File: src/rtl/core/sbo_pkg.sv
// sbo_pkg: constants, types and layout functions for the seg-y byte order converter
// no dependencies; imported by segy_byte_order_converter_top
package sbo_pkg;

    localparam int TEXT_BYTES   = 3200;
    localparam int BIN_BYTES    = 400;
    localparam int BIN_W4_FIRST = 3;
    localparam int BIN_W2       = 24;
    localparam int TRACE_BYTES  = 240;
    localparam int COUNT_BYTE   = 114;
    localparam int SAMPLE_RESET = 4096;
    localparam int TR_FIELDS    = 11;

    localparam int POS_W   = 12;
    localparam int LEFT_W  = 17;
    localparam int MAX_W   = 15;
    localparam int MODE_W  = 2;
    localparam int IDX_W   = 2;

    // result queue: one input may leave up to five items
    localparam int MAX_RES = 5;
    localparam int Q_DEPTH = 16;
    localparam int QPTR_W  = $clog2(Q_DEPTH);
    localparam int QCNT_W  = $clog2(Q_DEPTH + 1);

    // trace header layout: run lengths and word sizes
    localparam int TR_CNT [TR_FIELDS] = '{7, 4, 8, 2, 4, 46, 6, 2, 2, 2, 5};
    localparam int TR_SZ  [TR_FIELDS] = '{4, 2, 4, 2, 4, 2, 4, 2, 4, 2, 4};

    // configuration register indexes
    localparam logic [IDX_W-1:0] CFG_FORMAT_MODE   = 2'd0;
    localparam logic [IDX_W-1:0] CFG_FOREIGN_ORDER = 2'd1;
    localparam logic [IDX_W-1:0] CFG_MAX_SAMPLES   = 2'd2;

    // format modes
    localparam logic [MODE_W-1:0] MODE_GRID    = 2'd0;
    localparam logic [MODE_W-1:0] MODE_FULL    = 2'd1;
    localparam logic [MODE_W-1:0] MODE_HDRONLY = 2'd2;

    // error codes
    localparam logic [1:0] ERR_NONE      = 2'd0;
    localparam logic [1:0] ERR_COUNT     = 2'd1;
    localparam logic [1:0] ERR_TRUNCATED = 2'd2;

    typedef enum logic [5:0] {
        SEC_TEXT    = 6'b000001,
        SEC_BIN     = 6'b000010,
        SEC_TRHDR   = 6'b000100,
        SEC_DATA    = 6'b001000,
        SEC_GRID    = 6'b010000,
        SEC_HDRONLY = 6'b100000
    } t_section;

    typedef struct packed {
        logic [7:0] out_byte;
        logic [1:0] error_code;
        logic       last;
    } t_item;

    function automatic t_section start_section(input logic [MODE_W-1:0] mode);
        t_section s;
        if (mode == MODE_FULL) begin
            s = SEC_TEXT;
        end else if (mode == MODE_HDRONLY) begin
            s = SEC_HDRONLY;
        end else begin
            s = SEC_GRID;
        end
        return s;
    endfunction

    // 1 where the trace header byte belongs to a 4-byte word
    function automatic logic trace_is_w4(input logic [POS_W-1:0] pos);
        int   base;
        logic w4;
        logic found;
        base  = 0;
        w4    = 1'b1;
        found = 1'b0;
        for (int i = 0; i < TR_FIELDS; i++) begin
            if (!found && pos < POS_W'(base + TR_CNT[i] * TR_SZ[i])) begin
                w4    = (TR_SZ[i] == 4);
                found = 1'b1;
            end
            base = base + TR_CNT[i] * TR_SZ[i];
        end
        return w4;
    endfunction

    function automatic logic bin_is_w4(input logic [POS_W-1:0] pos);
        return (pos < POS_W'(BIN_W4_FIRST * 4)) || (pos >= POS_W'(BIN_W4_FIRST * 4 + BIN_W2 * 2));
    endfunction

endpackage

File: src/rtl/core/segy_byte_order_converter_top.sv
// segy_byte_order_converter_top: byte-order conversion of a seg-y or grid byte stream
// depends on sbo_pkg for layout tables, section codes and the result item type
//
//  channel   dir  handshake               payload
//  s_axis    in   tvalid/tready           tdata = data_byte, tlast = end_of_file
//  m_axis    out  tvalid/tready           tdata = out_byte, tuser = error_code, tlast = last
//  cfg       in   i_cfg_we (no wait)      i_cfg_idx, i_cfg_wdata
//
// one input byte is taken per cycle while s_axis_tready is high; its results are written
// to a 16-entry item queue in the same edge and leave from there one per cycle while
// m_axis_tready is high; a word's output bytes leave after the items already queued
// s_axis_tready is high while the queue has room for five more items
// reset (synchronous, active low) empties the queue and restarts in full seg-y mode
module segy_byte_order_converter_top (
    input  logic                        i_clk,
    input  logic                        i_rst_n,
    input  logic                        s_axis_tvalid,
    output logic                        s_axis_tready,
    input  logic [7:0]                  s_axis_tdata,   // [7:0] data_byte
    input  logic                        s_axis_tlast,
    output logic                        m_axis_tvalid,
    input  logic                        m_axis_tready,
    output logic [7:0]                  m_axis_tdata,   // [7:0] out_byte
    output logic [1:0]                  m_axis_tuser,   // [1:0] error_code
    output logic                        m_axis_tlast,
    input  logic                        i_cfg_we,
    input  logic [sbo_pkg::IDX_W-1:0]   i_cfg_idx,
    input  logic [sbo_pkg::MAX_W-1:0]   i_cfg_wdata
);
    import sbo_pkg::*;

    // configuration
    logic [MODE_W-1:0] r_mode;
    logic              r_foreign;
    logic [MAX_W-1:0]  r_max;

    // stream state
    t_section          r_section, n_section;
    logic [POS_W-1:0]  r_pos, n_pos;
    logic [23:0]       r_held, n_held;
    logic [LEFT_W-1:0] r_left, n_left;
    logic              r_halted, n_halted;

    // item queue
    t_item             r_q [Q_DEPTH];
    logic [QPTR_W-1:0] r_wr_ptr, r_rd_ptr;
    logic [QCNT_W-1:0] r_count, n_count;

    logic              s_acc, m_acc;
    logic [7:0]        b;
    logic              eof;

    // word assembly
    logic              tk_en, tk_sz4, tk_swap, tk_done;
    logic [1:0]        tk_off;
    logic [23:0]       tk_held;
    logic [7:0]        tk_bytes [4];

    // results of this input
    logic [7:0]        d_bytes [4];
    logic [2:0]        d_n;
    logic              err_en;
    logic [1:0]        err_code;
    logic [2:0]        total;
    t_item             items [Q_DEPTH];

    logic [15:0]       raw_cnt;
    logic [LEFT_W-1:0] left_dec;

    assign b     = s_axis_tdata;
    assign eof   = s_axis_tlast;
    assign s_acc = s_axis_tvalid && s_axis_tready;
    assign m_acc = m_axis_tvalid && m_axis_tready;

    assign s_axis_tready = (r_count <= QCNT_W'(Q_DEPTH - MAX_RES));
    assign m_axis_tvalid = (r_count != '0);
    assign m_axis_tdata  = r_q[r_rd_ptr].out_byte;
    assign m_axis_tuser  = r_q[r_rd_ptr].error_code;
    assign m_axis_tlast  = r_q[r_rd_ptr].last;

    assign raw_cnt  = r_foreign ? {r_held[7:0], b} : {b, r_held[7:0]};
    assign left_dec = (r_left != '0) ? r_left - LEFT_W'(1) : r_left;

    // word size, byte offset and swap for this byte
    always_comb begin
        tk_en   = 1'b0;
        tk_sz4  = 1'b1;
        tk_off  = 2'd0;
        tk_swap = 1'b1;
        unique case (r_section)
            SEC_TEXT: begin
                tk_en = 1'b0;
            end
            SEC_BIN: begin
                tk_en  = 1'b1;
                tk_sz4 = bin_is_w4(r_pos);
            end
            SEC_TRHDR: begin
                tk_en  = 1'b1;
                tk_sz4 = trace_is_w4(r_pos);
            end
            SEC_DATA: begin
                tk_en = 1'b1;
            end
            SEC_HDRONLY: begin
                tk_en   = 1'b1;
                tk_sz4  = trace_is_w4(r_pos);
                tk_swap = r_foreign;
            end
            default: begin
                tk_en = 1'b1;
            end
        endcase
        if (r_section == SEC_DATA) begin
            tk_off = 2'd0 - r_left[1:0];
        end else if (tk_sz4) begin
            tk_off = r_pos[1:0];
        end else begin
            tk_off = {1'b0, r_pos[0]};
        end
        tk_done = tk_en && (tk_off == (tk_sz4 ? 2'd3 : 2'd1));
        if (!tk_en) begin
            tk_held = r_held;
        end else if (tk_done) begin
            tk_held = '0;
        end else begin
            tk_held = {r_held[15:0], b};
        end
        // output order of the finished word
        if (tk_sz4) begin
            if (tk_swap) begin
                tk_bytes = '{b, r_held[7:0], r_held[15:8], r_held[23:16]};
            end else begin
                tk_bytes = '{r_held[23:16], r_held[15:8], r_held[7:0], b};
            end
        end else begin
            if (tk_swap) begin
                tk_bytes = '{b, r_held[7:0], 8'd0, 8'd0};
            end else begin
                tk_bytes = '{r_held[7:0], b, 8'd0, 8'd0};
            end
        end
    end

    // next state and results of one accepted byte
    always_comb begin
        n_section = r_section;
        n_pos     = r_pos;
        n_held    = tk_held;
        n_left    = r_left;
        n_halted  = r_halted;
        d_bytes   = tk_bytes;
        d_n       = tk_done ? (tk_sz4 ? 3'd4 : 3'd2) : 3'd0;
        err_en    = 1'b0;
        err_code  = ERR_NONE;

        unique case (r_section)
            SEC_TEXT: begin
                d_bytes[0] = b;
                d_n        = 3'd1;
                n_pos      = r_pos + POS_W'(1);
                if (r_pos == POS_W'(TEXT_BYTES - 1)) begin
                    n_section = SEC_BIN;
                    n_pos     = '0;
                end
                if (eof) begin
                    err_en   = 1'b1;
                    err_code = ERR_TRUNCATED;
                end
            end
            SEC_BIN: begin
                n_pos = r_pos + POS_W'(1);
                if (r_pos == POS_W'(BIN_BYTES - 1)) begin
                    n_section = SEC_TRHDR;
                    n_pos     = '0;
                end else if (eof) begin
                    err_en   = 1'b1;
                    err_code = ERR_TRUNCATED;
                end
            end
            SEC_TRHDR: begin
                n_pos = r_pos + POS_W'(1);
                if (r_pos == POS_W'(COUNT_BYTE + 1)) begin
                    if (raw_cnt[15] || (raw_cnt[14:0] > r_max)) begin
                        err_en   = 1'b1;
                        err_code = ERR_COUNT;
                        n_pos    = r_pos;
                    end else begin
                        n_left = LEFT_W'({raw_cnt[14:0], 2'b00});
                    end
                end else if (r_pos == POS_W'(TRACE_BYTES - 1)) begin
                    n_pos     = '0;
                    n_section = (r_left != '0) ? SEC_DATA : SEC_TRHDR;
                    if (eof && (r_left != '0)) begin
                        err_en   = 1'b1;
                        err_code = ERR_TRUNCATED;
                    end
                end
            end
            SEC_DATA: begin
                n_left = left_dec;
                if (left_dec == '0) begin
                    n_section = SEC_TRHDR;
                    n_pos     = '0;
                end else if (eof) begin
                    err_en   = 1'b1;
                    err_code = ERR_TRUNCATED;
                end
            end
            SEC_HDRONLY: begin
                n_pos = (r_pos == POS_W'(TRACE_BYTES - 1)) ? '0 : r_pos + POS_W'(1);
            end
            default: begin
                n_pos = {{(POS_W-2){1'b0}}, r_pos[1:0] + 2'd1};
            end
        endcase

        if (err_en) begin
            n_halted = 1'b1;
        end else if (eof) begin
            n_section = start_section(r_mode);
            n_pos     = '0;
            n_held    = '0;
            n_left    = '0;
            n_halted  = 1'b0;
        end

        if (r_halted) begin
            d_n       = 3'd0;
            err_en    = 1'b0;
            n_section = r_section;
            n_pos     = r_pos;
            n_held    = r_held;
            n_left    = r_left;
            n_halted  = r_halted;
        end

        total = d_n + {2'b00, err_en};
        for (int k = 0; k < Q_DEPTH; k++) begin
            if (k < 4 && 3'(k) < d_n) begin
                items[k].out_byte   = d_bytes[k[1:0]];
                items[k].error_code = ERR_NONE;
            end else begin
                items[k].out_byte   = 8'd0;
                items[k].error_code = err_code;
            end
            items[k].last = (3'(k) == total - 3'd1);
        end
    end

    always_comb begin
        n_count = r_count;
        if (s_acc) begin
            n_count = n_count + QCNT_W'(total);
        end
        if (m_acc) begin
            n_count = n_count - QCNT_W'(1);
        end
    end

    always_ff @(posedge i_clk) begin
        if (!i_rst_n) begin
            r_mode    <= MODE_FULL;
            r_foreign <= 1'b1;
            r_max     <= MAX_W'(SAMPLE_RESET);
            r_section <= SEC_TEXT;
            r_pos     <= '0;
            r_held    <= '0;
            r_left    <= '0;
            r_halted  <= 1'b0;
        end else if (i_cfg_we) begin
            if (i_cfg_idx == CFG_FORMAT_MODE) begin
                // a mode write restarts the stream
                r_mode    <= i_cfg_wdata[MODE_W-1:0];
                r_section <= start_section(i_cfg_wdata[MODE_W-1:0]);
                r_pos     <= '0;
                r_held    <= '0;
                r_left    <= '0;
                r_halted  <= 1'b0;
            end else if (i_cfg_idx == CFG_FOREIGN_ORDER) begin
                r_foreign <= i_cfg_wdata[0];
            end else if (i_cfg_idx == CFG_MAX_SAMPLES) begin
                r_max <= i_cfg_wdata;
            end
        end else if (s_acc) begin
            r_section <= n_section;
            r_pos     <= n_pos;
            r_held    <= n_held;
            r_left    <= n_left;
            r_halted  <= n_halted;
        end
    end

    always_ff @(posedge i_clk) begin
        if (!i_rst_n) begin
            r_wr_ptr <= '0;
            r_rd_ptr <= '0;
            r_count  <= '0;
        end else begin
            if (s_acc) begin
                r_wr_ptr <= r_wr_ptr + QPTR_W'(total);
            end
            if (m_acc) begin
                r_rd_ptr <= r_rd_ptr + QPTR_W'(1);
            end
            r_count <= n_count;
        end
    end

    // each queue slot takes the item whose offset from the write pointer it holds
    always_ff @(posedge i_clk) begin
        for (int j = 0; j < Q_DEPTH; j++) begin
            logic [QPTR_W-1:0] offs;
            offs = QPTR_W'(j) - r_wr_ptr;
            if (s_acc && (offs < QPTR_W'(total))) begin
                r_q[j] <= items[offs];
            end
        end
    end

endmodule

File: config.mk
export PLATFORM = sky130hd
export DESIGN_NAME = segy_byte_order_converter_top
export DESIGN_NICKNAME = d
export VERILOG_FILES = /design/src/rtl/core/sbo_pkg.sv /design/src/rtl/core/segy_byte_order_converter_top.sv
export SDC_FILE = /design/constraint.sdc
export NUM_CORES = 1
export LEC_CHECK = 0
export BUFFER_PORTS_ARGS = -buffer_cell sky130_fd_sc_hd__clkbuf_2
export CAP_MARGIN = 20
export CORE_AREA = 2 2 159 161
export CTS_CLUSTER_DIAMETER = 30
export DETAILED_ROUTE_END_ITERATION = 6
export DIE_AREA = 0 0 161 163
export HOLD_SLACK_MARGIN = 0.05
export PLACE_DENSITY = 0.78
export SYNTH_ARGS = -nofsm -noshare
export SYNTH_HDL_FRONTEND = slang
export SYNTH_SLANG_ARGS = --single-unit
File: constraint.sdc
create_clock -name i_clk -period 19.7 [get_ports i_clk]
set_input_delay 3.94 -clock i_clk [delete_from_list [all_inputs] [get_ports i_clk]]
set_output_delay 3.94 -clock i_clk [all_outputs]
set_load 0.01 [all_outputs]
After elaboration in Yosys (flattened, before gate mapping)
Memory sizes are Yosys's and may differ from the RTL's. A register that Yosys moved wholly into a read port is not among the register bits.
Index checks and enable logic that the tools add are counted.
{"block": "totals", "wordCells": 477, "memories": 1, "ram_bits": 176, "out_inout_bits": 13, "reg_bits": 91, "input_bits": 31}
{"block": "classes", "n_lt_le_gt_ge": 51, "reduce_logical": 83, "muxes": 262, "addsub": 26, "n_eq_ne": 25, "bitwise_logic": 18}
{"name": "r_q", "depth": 16, "word_bits": 11, "rd": 1, "rd_clocked_by_memory_dff": 1, "wr": 6, "line": "segy_byte_order_converter_top.sv:45", "text": "t_item r_q [Q_DEPTH];"}
{"operator": "$bmux 11 s4", "n": 16}
{"operator": "$mux 11", "n": 42}
{"operator": "$mux 24", "n": 8}
{"operator": "$mux 17", "n": 9}
{"operator": "$mux 12", "n": 12}
{"operator": "$mux 1", "n": 117}
{"operator": "$reduce_or 11->1", "n": 10}
{"operator": "$mux 32", "n": 3}
{"operator": "$mux 6", "n": 15}
{"operator": "$ge 5x5->1 const B", "n": 16}
{"operator": "$not 4->5", "n": 16}
{"operator": "$lt 12x8->1 const B", "n": 6}
{"operator": "$lt 4x3->1", "n": 16}
{"operator": "$pmux 12 s5", "n": 1}
{"operator": "$mux 4", "n": 13}
{"operator": "$logic_and 1x1->1", "n": 40}
{"operator": "$mux 10", "n": 4}
{"operator": "$lt 12x7->1 const B", "n": 3}
{"operator": "$pmux 17 s2", "n": 1}
{"operator": "$sub 4x4->4 const A", "n": 8}
{"operator": "$pmux 6 s4", "n": 1}
{"operator": "$logic_not 1->1", "n": 20}
{"operator": "$mux 2", "n": 9}
{"operator": "$logic_not 17->1", "n": 1}
{"operator": "55 further kinds", "n": 78}

Longest topological paths before layout
Gate-level depths: netlist (run 1).
{"block": "depth", "ltp_word": 58, "mapped_depth": 24, "mapped_depth_nobuf": 21}

Least setup slack after synthesis (run 1)
Ideal clock, no wire load.
{"block": "synth_path", "kind": "input -> register", "start": "input port s_axis_tdata[4]", "end": "memory r_q[11][0] in the netlist's numbering, enable pin", "path_slack_ns": 9.864, "arrival_ns": 9.395, "path_stages": 17, "setup_time_ns": 0.441, "n_path_buf": 3, "required_ns": 19.259, "cell_sequence": "mux2_2 -> ha_1 -> nand4_1 -> or4_1 -> o31ai_1 -> a21o_1 -> a21o_1 -> clkbuf_1 -> clkbuf_1 -> a21oi_1 -> ha_1 -> ha_1 -> xnor2_1 -> buf_2 -> ha_1 -> nor2_1 -> a2111oi_0"}
{"element": "start: declaration", "line": "segy_byte_order_converter_top.sv:19", "text": "input logic [7:0] s_axis_tdata,"}
{"element": "end: declaration", "line": "segy_byte_order_converter_top.sv:45"}

==> qor.csv, run 1 <==
stage,metric,value,unit
outcome,status,finished with violations,
outcome,violations,design-rule violations,
sta,maxSlewViolCount,0,
place,hpwl,31700,microns
sta,finalCritPeriodShare,0.447,
die,die_width,161,microns
logic_synthesis,synth_seq_cells,271,
sta,period_minus_slack,8.80,ns
die,fp.dieArea,26200,sq um
power,cellLeakagePower,0.00661,uW
cts,cts-resized-gates,0,
place,placed_area,16100,sq um
sta,final-setup-viol-count,0,
routing,wl_per_cell,24.4,microns
critical_path,cp_common_cell,ha_1,
routing,num_vias,12931,
die,ios,44,
cts,clk_pin_slew,0.05,ns
die,rows,58,
place,port-buffer-count,43,
critical_path,crit_required,19.90,ns
logic_synthesis,yosysSeqAreaShare,0.460,
routing,routed.top_layer,met4,
routing,wl,46000,microns
logic_synthesis,synth_area_leaders,"edfxtp_1, dfxtp_1, mux4_2, nor2_1, ha_1",
layout,design_area,18200,sq um
cts,post_cts_buffers,0,
hold_path,hp-class,register to register,
cts,cts.sinks,271,
layout,num-nets-final,1592,
place,place_congestion,0.938,
routing,firstDrtPassIters,7,
logic_synthesis,ys_types,82,
cts,clk_path_buf_depth,3,
sta,hold_violations,0,
logic_synthesis,ys.flop_type,edfxtp_1,
logic_synthesis,synth-warning-count,0,
layout,antenna_cells,0,
critical_path,path_cells,clkbuf_2 -> mux2_2 -> ha_1 -> nand4_1 -> or4_1 -> o31ai_1 -> a21o_1 -> a21o_1 -> buf_4 -> a21oi_1 -> ha_1 -> ha_1 -> inv_1 -> ha_1 -> a21o_1 -> a21oi_1 -> nand2_1 -> nor2_1,
cts,h-tree-depth,2,
critical_path,cp-end-kind,register,
sta,rsz0062_at_grt,no,
routing,antenna_left,0,
logic_synthesis,syn-cell-area,15600,sq um
die,die_y,163,microns
logic_synthesis,yosysTopAreaCellShare,0.338,
power,ir_worst_vdd,0.0852,mV
sta,skew,0.0419,ns
sta,tightest_slew,1.44,ns
grt,grt_pass1_wl,71100,microns
power,power_density,137,nW/um^2
critical_path,cp_max_fo,28,
critical_path,worstSetupStartpointType,input port,
logic_synthesis,synth_edf_count,176,
logic_synthesis,syn_nets,1554,
sta,relSlewSlack,0.0395,
cts,hold_buffers,0,
cts,clockRootBuffer,clkbuf_16,
routing,drc,32,
layout,regArea,7190,sq um
logic_synthesis,synth.largest_area_cell,edfxtp_1,
cts,cts_buffers,55,
grt,grt_pass1_vias,12339,
layout,multiInputGateArea,7930,sq um
critical_path,slowest_stage,nor2_1,
grt,grt_use_total,0.352,
cts,clock_latency,0.60,ns
power,power,2500,uW
routing,wl_met3,4430,microns
die,coreArea,24700,sq um
routing,wl_met2,22400,microns
critical_path,worst_ep_arrival_time,9.01,ns
job,drv_cap,0,
grt,grt_max_degree,45,
routing,first_iter_violations,1700,
layout,area_growth,16.1,%
logic_synthesis,avgSynthCellArea,10.6,sq um
critical_path,crit_type,input port to register,
critical_path,cpPeakStageDelay,0.83,ns
logic_synthesis,async_flop_share,0,
layout,drive_gt1_frac,0.175,
cts,tritoncts,built,
sta,setup_tns,0,ns
logic_synthesis,synthCells,1469,
routing,avgViaCountPerCell,6.86,
layout,fillers,1704,
sta,fmax,0.114,GHz
die,floorplan.initialDensity,0.634,
grt,antenna_found_initial,0,
routing,wirelength_met1,17100,microns
grt,grt_overflow_total,0,
sequential cells by signal, indices dropped and copies added (netlist names), named ones only:
name,flops
r_wr_ptr,4
r_held,24
r_mode,2
r_count,5
r_section,6
r_left,17
r_foreign,1
r_q,176
r_pos,12
r_halted,1
r_rd_ptr,4
r_max,15
cells by family (layout without fill, tap and decap cells):
group                    after synthesis  in the layout  share of synthesized area
AND/OR/NAND/NOR                      509            509                      0.156
AO/OA/AOI/OAI                        331            331                      0.151
flip-flops                           271            271                      0.460
multiplexers                         134            134                      0.131
buffers and inverters                132            217                     0.0370
adder cells (fa/ha/maj)               54             54                     0.0446
XOR/XNOR                              38             38                     0.0213
cell usage in the layout, fill, tap and decap left out, types with 9 or more instances in the layout:
cell / instances
a21oi_1: 96
bufinv_16: 10
inv_1: 40
inv_6: 9
a21o_1: 15
a31oi_1: 22
o21ai_0: 31
mux2_2: 17
a22o_1: 30
edfxtp_1: 176
clkinv_1: 9
a22oi_1: 13
and3_1: 11
a211o_1: 9
a222oi_1: 27
nand2_1: 110
mux2i_1: 62
xor2_1: 14
nand4_1: 13
o2bb2ai_1: 9
nand3_1: 25
dfxtp_1: 93
nor4_1: 13
nor2_1: 220
buf_4: 22
xnor2_1: 23
mux4_2: 55
nor3_1: 33
clkbuf_16: 55
clkbuf_2: 43
and2_1: 14
ha_1: 51
nand2b_1: 9
synth_stat cells (15+ instances only):
cell,count
a22o_1,30
inv_1,40
nand3_1,25
mux2i_1,62
a222oi_1,27
nor3_1,33
clkbuf_1,55
mux2_2,17
edfxtp_1,176
nand2_1,110
a31oi_1,22
mux4_2,55
ha_1,51
nor2_1,221
nor4_1,15
o21ai_0,31
a21oi_1,96
a21o_1,15
dfxtp_1,95
xnor2_1,24
worst paths after layout:
path                    from  slack [ns]  cells after the start         end
max          s_axis_tdata[4]       10.90                     18  r_q[14][6]
min                r_max[13]        0.45                      2   r_max[13]
max reg2reg        r_left[0]       12.67                     18  r_q[14][6]
min reg2reg        r_max[13]        0.45                      2   r_max[13]
through the flow:
step	std cells	setup slack, ns	hold WS [ns]	utilization
3_5_place_dp	1775	10.46	0.449	0.651
4_1_cts	1879	11.02	0.456	0.733
3_3_place_gp	1775	10.69	0.443	0.651
2_1_floorplan	1469	9.86	0.436	-
5_1_grt	1884	10.67	0.478	0.736
6_report	1884	10.90	0.451	0.736
critical path, delay by kind of cell:
| family | cells | cell delay, ns |
|---|---|---|
| muxes | 1 | 0.31 |
| adders and majority gates | 4 | 1.39 |
| buffers and inverters | 3 | 0.66 |
| AOI/OAI and AO/OA | 6 | 1.04 |
| and+or+nand+nor | 4 | 1.66 |
routing by layer:
| layer | up-vias | GRT usage |
|---|---|---|
| met5 | - | 0 |
| met1 | 6208 | 0.451 |
| met4 | 0 | 0.150 |
| met3 | 177 | 0.0586 |
| met2 | 835 | 0.597 |
| li1 | 5711 | - |
report_power, final:
part	internal (uW)	switching (uW)
logic	256	491
clock network	655	347
registers	710	37.1
cell type report:
cell class / instances / share of cell area
multi-input combinational: 1066 / 0.437
sequential: 271 / 0.396
clock buffer: 56 / 0.0760
clock inverter: 48 / 0.0348
inverter: 44 / 0.00910
timing repair buffer: 69 / 0.0248
tap: 330 / 0.0227
Note: power is estimated with default switching activity, not from simulation.
==> run 2, diff against run 1 <==
--- a/config.mk
+++ b/config.mk
@@ -7,12 +7,12 @@
 export LEC_CHECK = 0
 export BUFFER_PORTS_ARGS = -buffer_cell sky130_fd_sc_hd__clkbuf_2
 export CAP_MARGIN = 20
-export CORE_AREA = 2 2 159 161
+export CORE_AREA = 2 2 169 171
 export CTS_CLUSTER_DIAMETER = 30
 export DETAILED_ROUTE_END_ITERATION = 6
-export DIE_AREA = 0 0 161 163
+export DIE_AREA = 0 0 171 173
 export HOLD_SLACK_MARGIN = 0.05
-export PLACE_DENSITY = 0.78
+export PLACE_DENSITY = 0.73
 export SYNTH_ARGS = -nofsm -noshare
 export SYNTH_HDL_FRONTEND = slang
 export SYNTH_SLANG_ARGS = --single-unit
==> constraint.sdc (replaced) <==
create_clock -name i_clk -period 7.5 [get_ports i_clk]
set_input_delay 1.5 -clock i_clk [delete_from_list [all_inputs] [get_ports i_clk]]
set_output_delay 1.5 -clock i_clk [all_outputs]
set_load 0.01 [all_outputs]
==> qor.csv, run 2 (same netlist as run 1, synthesis figures left out) <==
stage,metric,value,unit,change
outcome,status,"finished, final reports clean",,was finished with violations
critical_path,cp-end-kind,register,,unchanged
critical_path,r2r_start,r_left[0],,unchanged
cts,hold_buffers,0,,unchanged
critical_path,ff2ff_path_depth,19,,was 18
cts,tritoncts,built,,unchanged
hold_path,min_to,r_max[10],,was r_max[13]
power,power_density,352,nW/um^2,was 137 nW/um^2
cts,clk_pin_slew,0.05,ns,about the same
critical_path,cp_top_family,simple AND/OR/NAND/NOR gates,,unchanged
grt,grt_pass1_wl,70400,microns,"was 71,100 microns"
cts,cts_buffers,56,,was 55
power,power.share.clock,0.386,,was 0.401
grt,grt_overflow_total,0,,unchanged
sta,setup_tns,0,ns,unchanged
cts,cts.sinks,271,,unchanged
critical_path,r2r_slack,1.13,ns,was 12.67 ns
sta,relSlewSlack,0.238,,was 0.0395
cts,clockRootBuffer,clkbuf_16,,unchanged
cts,h-tree-depth,2,,unchanged
layout,regArea,7190,sq um,unchanged
critical_path,crit_type,register to register,,was input port to register
sta,hold_violations,0,,unchanged
die,die_width,171,microns,was 161 microns
routing,firstDrtPassIters,7,,unchanged
hold_path,hold_path_depth,2,,unchanged
routing,antenna_left,0,,unchanged
critical_path,cp_common_cell,ha_1,,unchanged
routing,num_vias,12655,,"was 12,931"
grt,grt_pass1_vias,12493,,"was 12,339"
cts,post_cts_buffers,0,,unchanged
place,dp_slack,1.33,ns,was 10.46 ns
power,ir_worst_vdd,0.190,mV,was 0.0852 mV
layout,antenna_cells,0,,unchanged
sta,finalCritPeriodShare,0.849,,
die,coreArea,27600,sq um,"was 24,700 sq um"
sta,tightest_slew,1.14,ns,was 1.44 ns
place,hpwl,30500,microns,"was 31,700 microns"
layout,largest_register_ffs,176,,unchanged
power,internal_power,4140,uW,was 1620 uW
cts,clk_path_buf_depth,3,,unchanged
hold_path,min_from,r_max[10],,was r_max[13]
critical_path,path_cells,inv_1 -> ha_1 -> nor2b_1 -> nand4_1 -> or2_1 -> a2111o_1 -> nor4_4 -> nand2b_1 -> a21o_1 -> a21oi_1 -> ha_1 -> ha_1 -> inv_1 -> ha_1 -> a21o_1 -> a21oi_1 -> nand2_1 -> nor2_1 -> buf_4,,was clkbuf_2 -> mux2_2 -> ha_1 -> nand4_1 -> or4_1 -> o31ai_1 -> a21o_1 -> a21o_1 -> buf_4 -> a21oi_1 -> ha_1 -> ha_1 -> inv_1 -> ha_1 -> a21o_1 -> a21oi_1 -> nand2_1 -> nor2_1
die,floorplan.initialDensity,0.566,,was 0.634
layout,drive_gt1_frac,0.172,,was 0.175
layout,multiInputGateArea,7930,sq um,unchanged
die,ios,44,,unchanged
grt,grt_use_total,0.306,,was 0.352
place,place_congestion,0.992,,was 0.938
critical_path,cp_max_fo,18,,was 28
critical_path,cpPeakStageDelay,0.61,ns,was 0.83 ns
job,drv_cap,0,,unchanged
sta,maxSlewViolCount,0,,unchanged
layout,layout_common_cells,"nor2_1, edfxtp_1, nand2_1, a21oi_1, dfxtp_1",,unchanged
power,power.net_switching,2240,uW,was 875 uW
cts,clock_latency,0.60,ns,about the same
critical_path,crit_required,7.75,ns,was 19.90 ns
critical_path,r2r_end,r_q[10][10],,was r_q[14][6]
routing,avgViaCountPerCell,6.55,,was 6.86
sta,final-setup-viol-count,0,,unchanged
routing,wl_per_cell,23.4,microns,was 24.4 microns
routing,wl,45200,microns,"was 46,000 microns"
power,p_comb_frac,0.306,,was 0.299
routing,first_iter_violations,1539,,"was 1,700"
layout,area_growth,15.8,%,was 16.1%
layout,final_common_cell,nor2_1,,unchanged
power,swShare,0.351,,about the same
sta,rsz0062_at_grt,no,,unchanged
hold_path,hp-class,register to register,,unchanged
routing,drc,0,,was 32
layout,num-nets-final,1596,,"was 1,592"
critical_path,worstSetupStartpointType,register,,was input port
sta,skew,0.0561,ns,was 0.0419 ns
layout,fillers,2127,,"was 1,704"
cts,cts-resized-gates,0,,unchanged
sta,setup_slack,1.13,ns,was 10.90 ns
layout,reg_top3,"r_q: 176 flops, r_held: 24 flops, r_left: 17 flops",,unchanged
critical_path,worst_ep_arrival_time,6.62,ns,was 9.01 ns
die,rows,61,,was 58
power,p_seq_frac,0.308,,was 0.299
sta,period_minus_slack,6.37,ns,
grt,antenna_found_initial,1,,was 0
power,cellLeakagePower,0.00659,uW,was 0.00661 uW
critical_path,path_buf_inv,3,,unchanged
die,fp.dieArea,29600,sq um,"was 26,200 sq um"
grt,grt_max_degree,45,,unchanged
layout,largest_register,r_q,,unchanged
critical_path,slowest_stage,a21o_1,,was nor2_1
sta,fmax,0.157,GHz,
die,die_y,173,microns,was 163 microns
place,port-buffer-count,43,,unchanged
==> run 2: changes by cell type in the layout (fill, tap and decap cells not counted), sizes merged <==
| cell | change |
|---|---|
| clkbuf | +9 |
| inv | -6 |
| bufinv | -5 |
| clkinv | +5 |
| clkinvlp | -5 |
| buf | +3 |
==> run 2: layer usage <==
metal | up-vias | GRT usage | wire length (microns)
li1 | 5723 | - | -
met1 | 6110 | 0.390 | 17300
met2 | 699 | 0.511 | 22100
met3 | 123 | 0.0618 | 4230
met4 | 0 | 0.122 | 1630
met5 | - | 0 | 0
==> run 2: power groups by stage <==
stage          sequential (uW)  combinational [uW]  clock, uW
3_3_place_gp              1970                1860          0
5_1_grt                   1980                2090       2550
3_5_place_dp              1980                1880          0
4_1_cts                   1960                1910       2470
6_report                  1960                1950       2460
2_1_floorplan             1930                1300          0
==> run 2: how the worst max path moves through the flow <==
stage                                from  slack [ns]           to  cells after the start
after floorplan           s_axis_tdata[4]        0.10   r_q[11][0]                     17
after global placement    s_axis_tdata[4]        1.47   r_q[12][4]                     18
after detailed placement        r_left[0]        1.33   r_q[12][6]                     19
after CTS                       r_left[0]        1.28  r_q[10][10]                     19
after global routing            r_left[0]        0.88  r_q[10][10]                     19
final                           r_left[0]        1.13  r_q[10][10]                     19
==> run 2: layout make-up <==
cell class,instances,share of cell area
clock buffer,65,0.0820
clock inverter,37,0.0240
inverter,44,0.00912
multi-input combinational,1066,0.438
sequential,271,0.397
tap,378,0.0261
timing repair buffer,72,0.0241
==> run 2: metrics by stage <==
stage / utilization / area (sq um) / total power [uW] / hold WS, ns / cells
floorplan: - / 15600 / 3240 / 0.436 / 1469
global placement: 0.586 / 16200 / 3830 / 0.445 / 1830
detailed placement: 0.586 / 16200 / 3860 / 0.451 / 1831
CTS: 0.656 / 18100 / 6340 / 0.458 / 1933
global route: 0.656 / 18100 / 6620 / 0.479 / 1933
finish: 0.656 / 18100 / 6380 / 0.457 / 1933
==> run 2: tightest hold or removal path, delay by kind of cell, from the launching register on <==
family             cells  cell delay, ns
DFF                    1            0.31
and+or+nand+nor        1            0.05
AOI/OAI and AO/OA      1            0.05
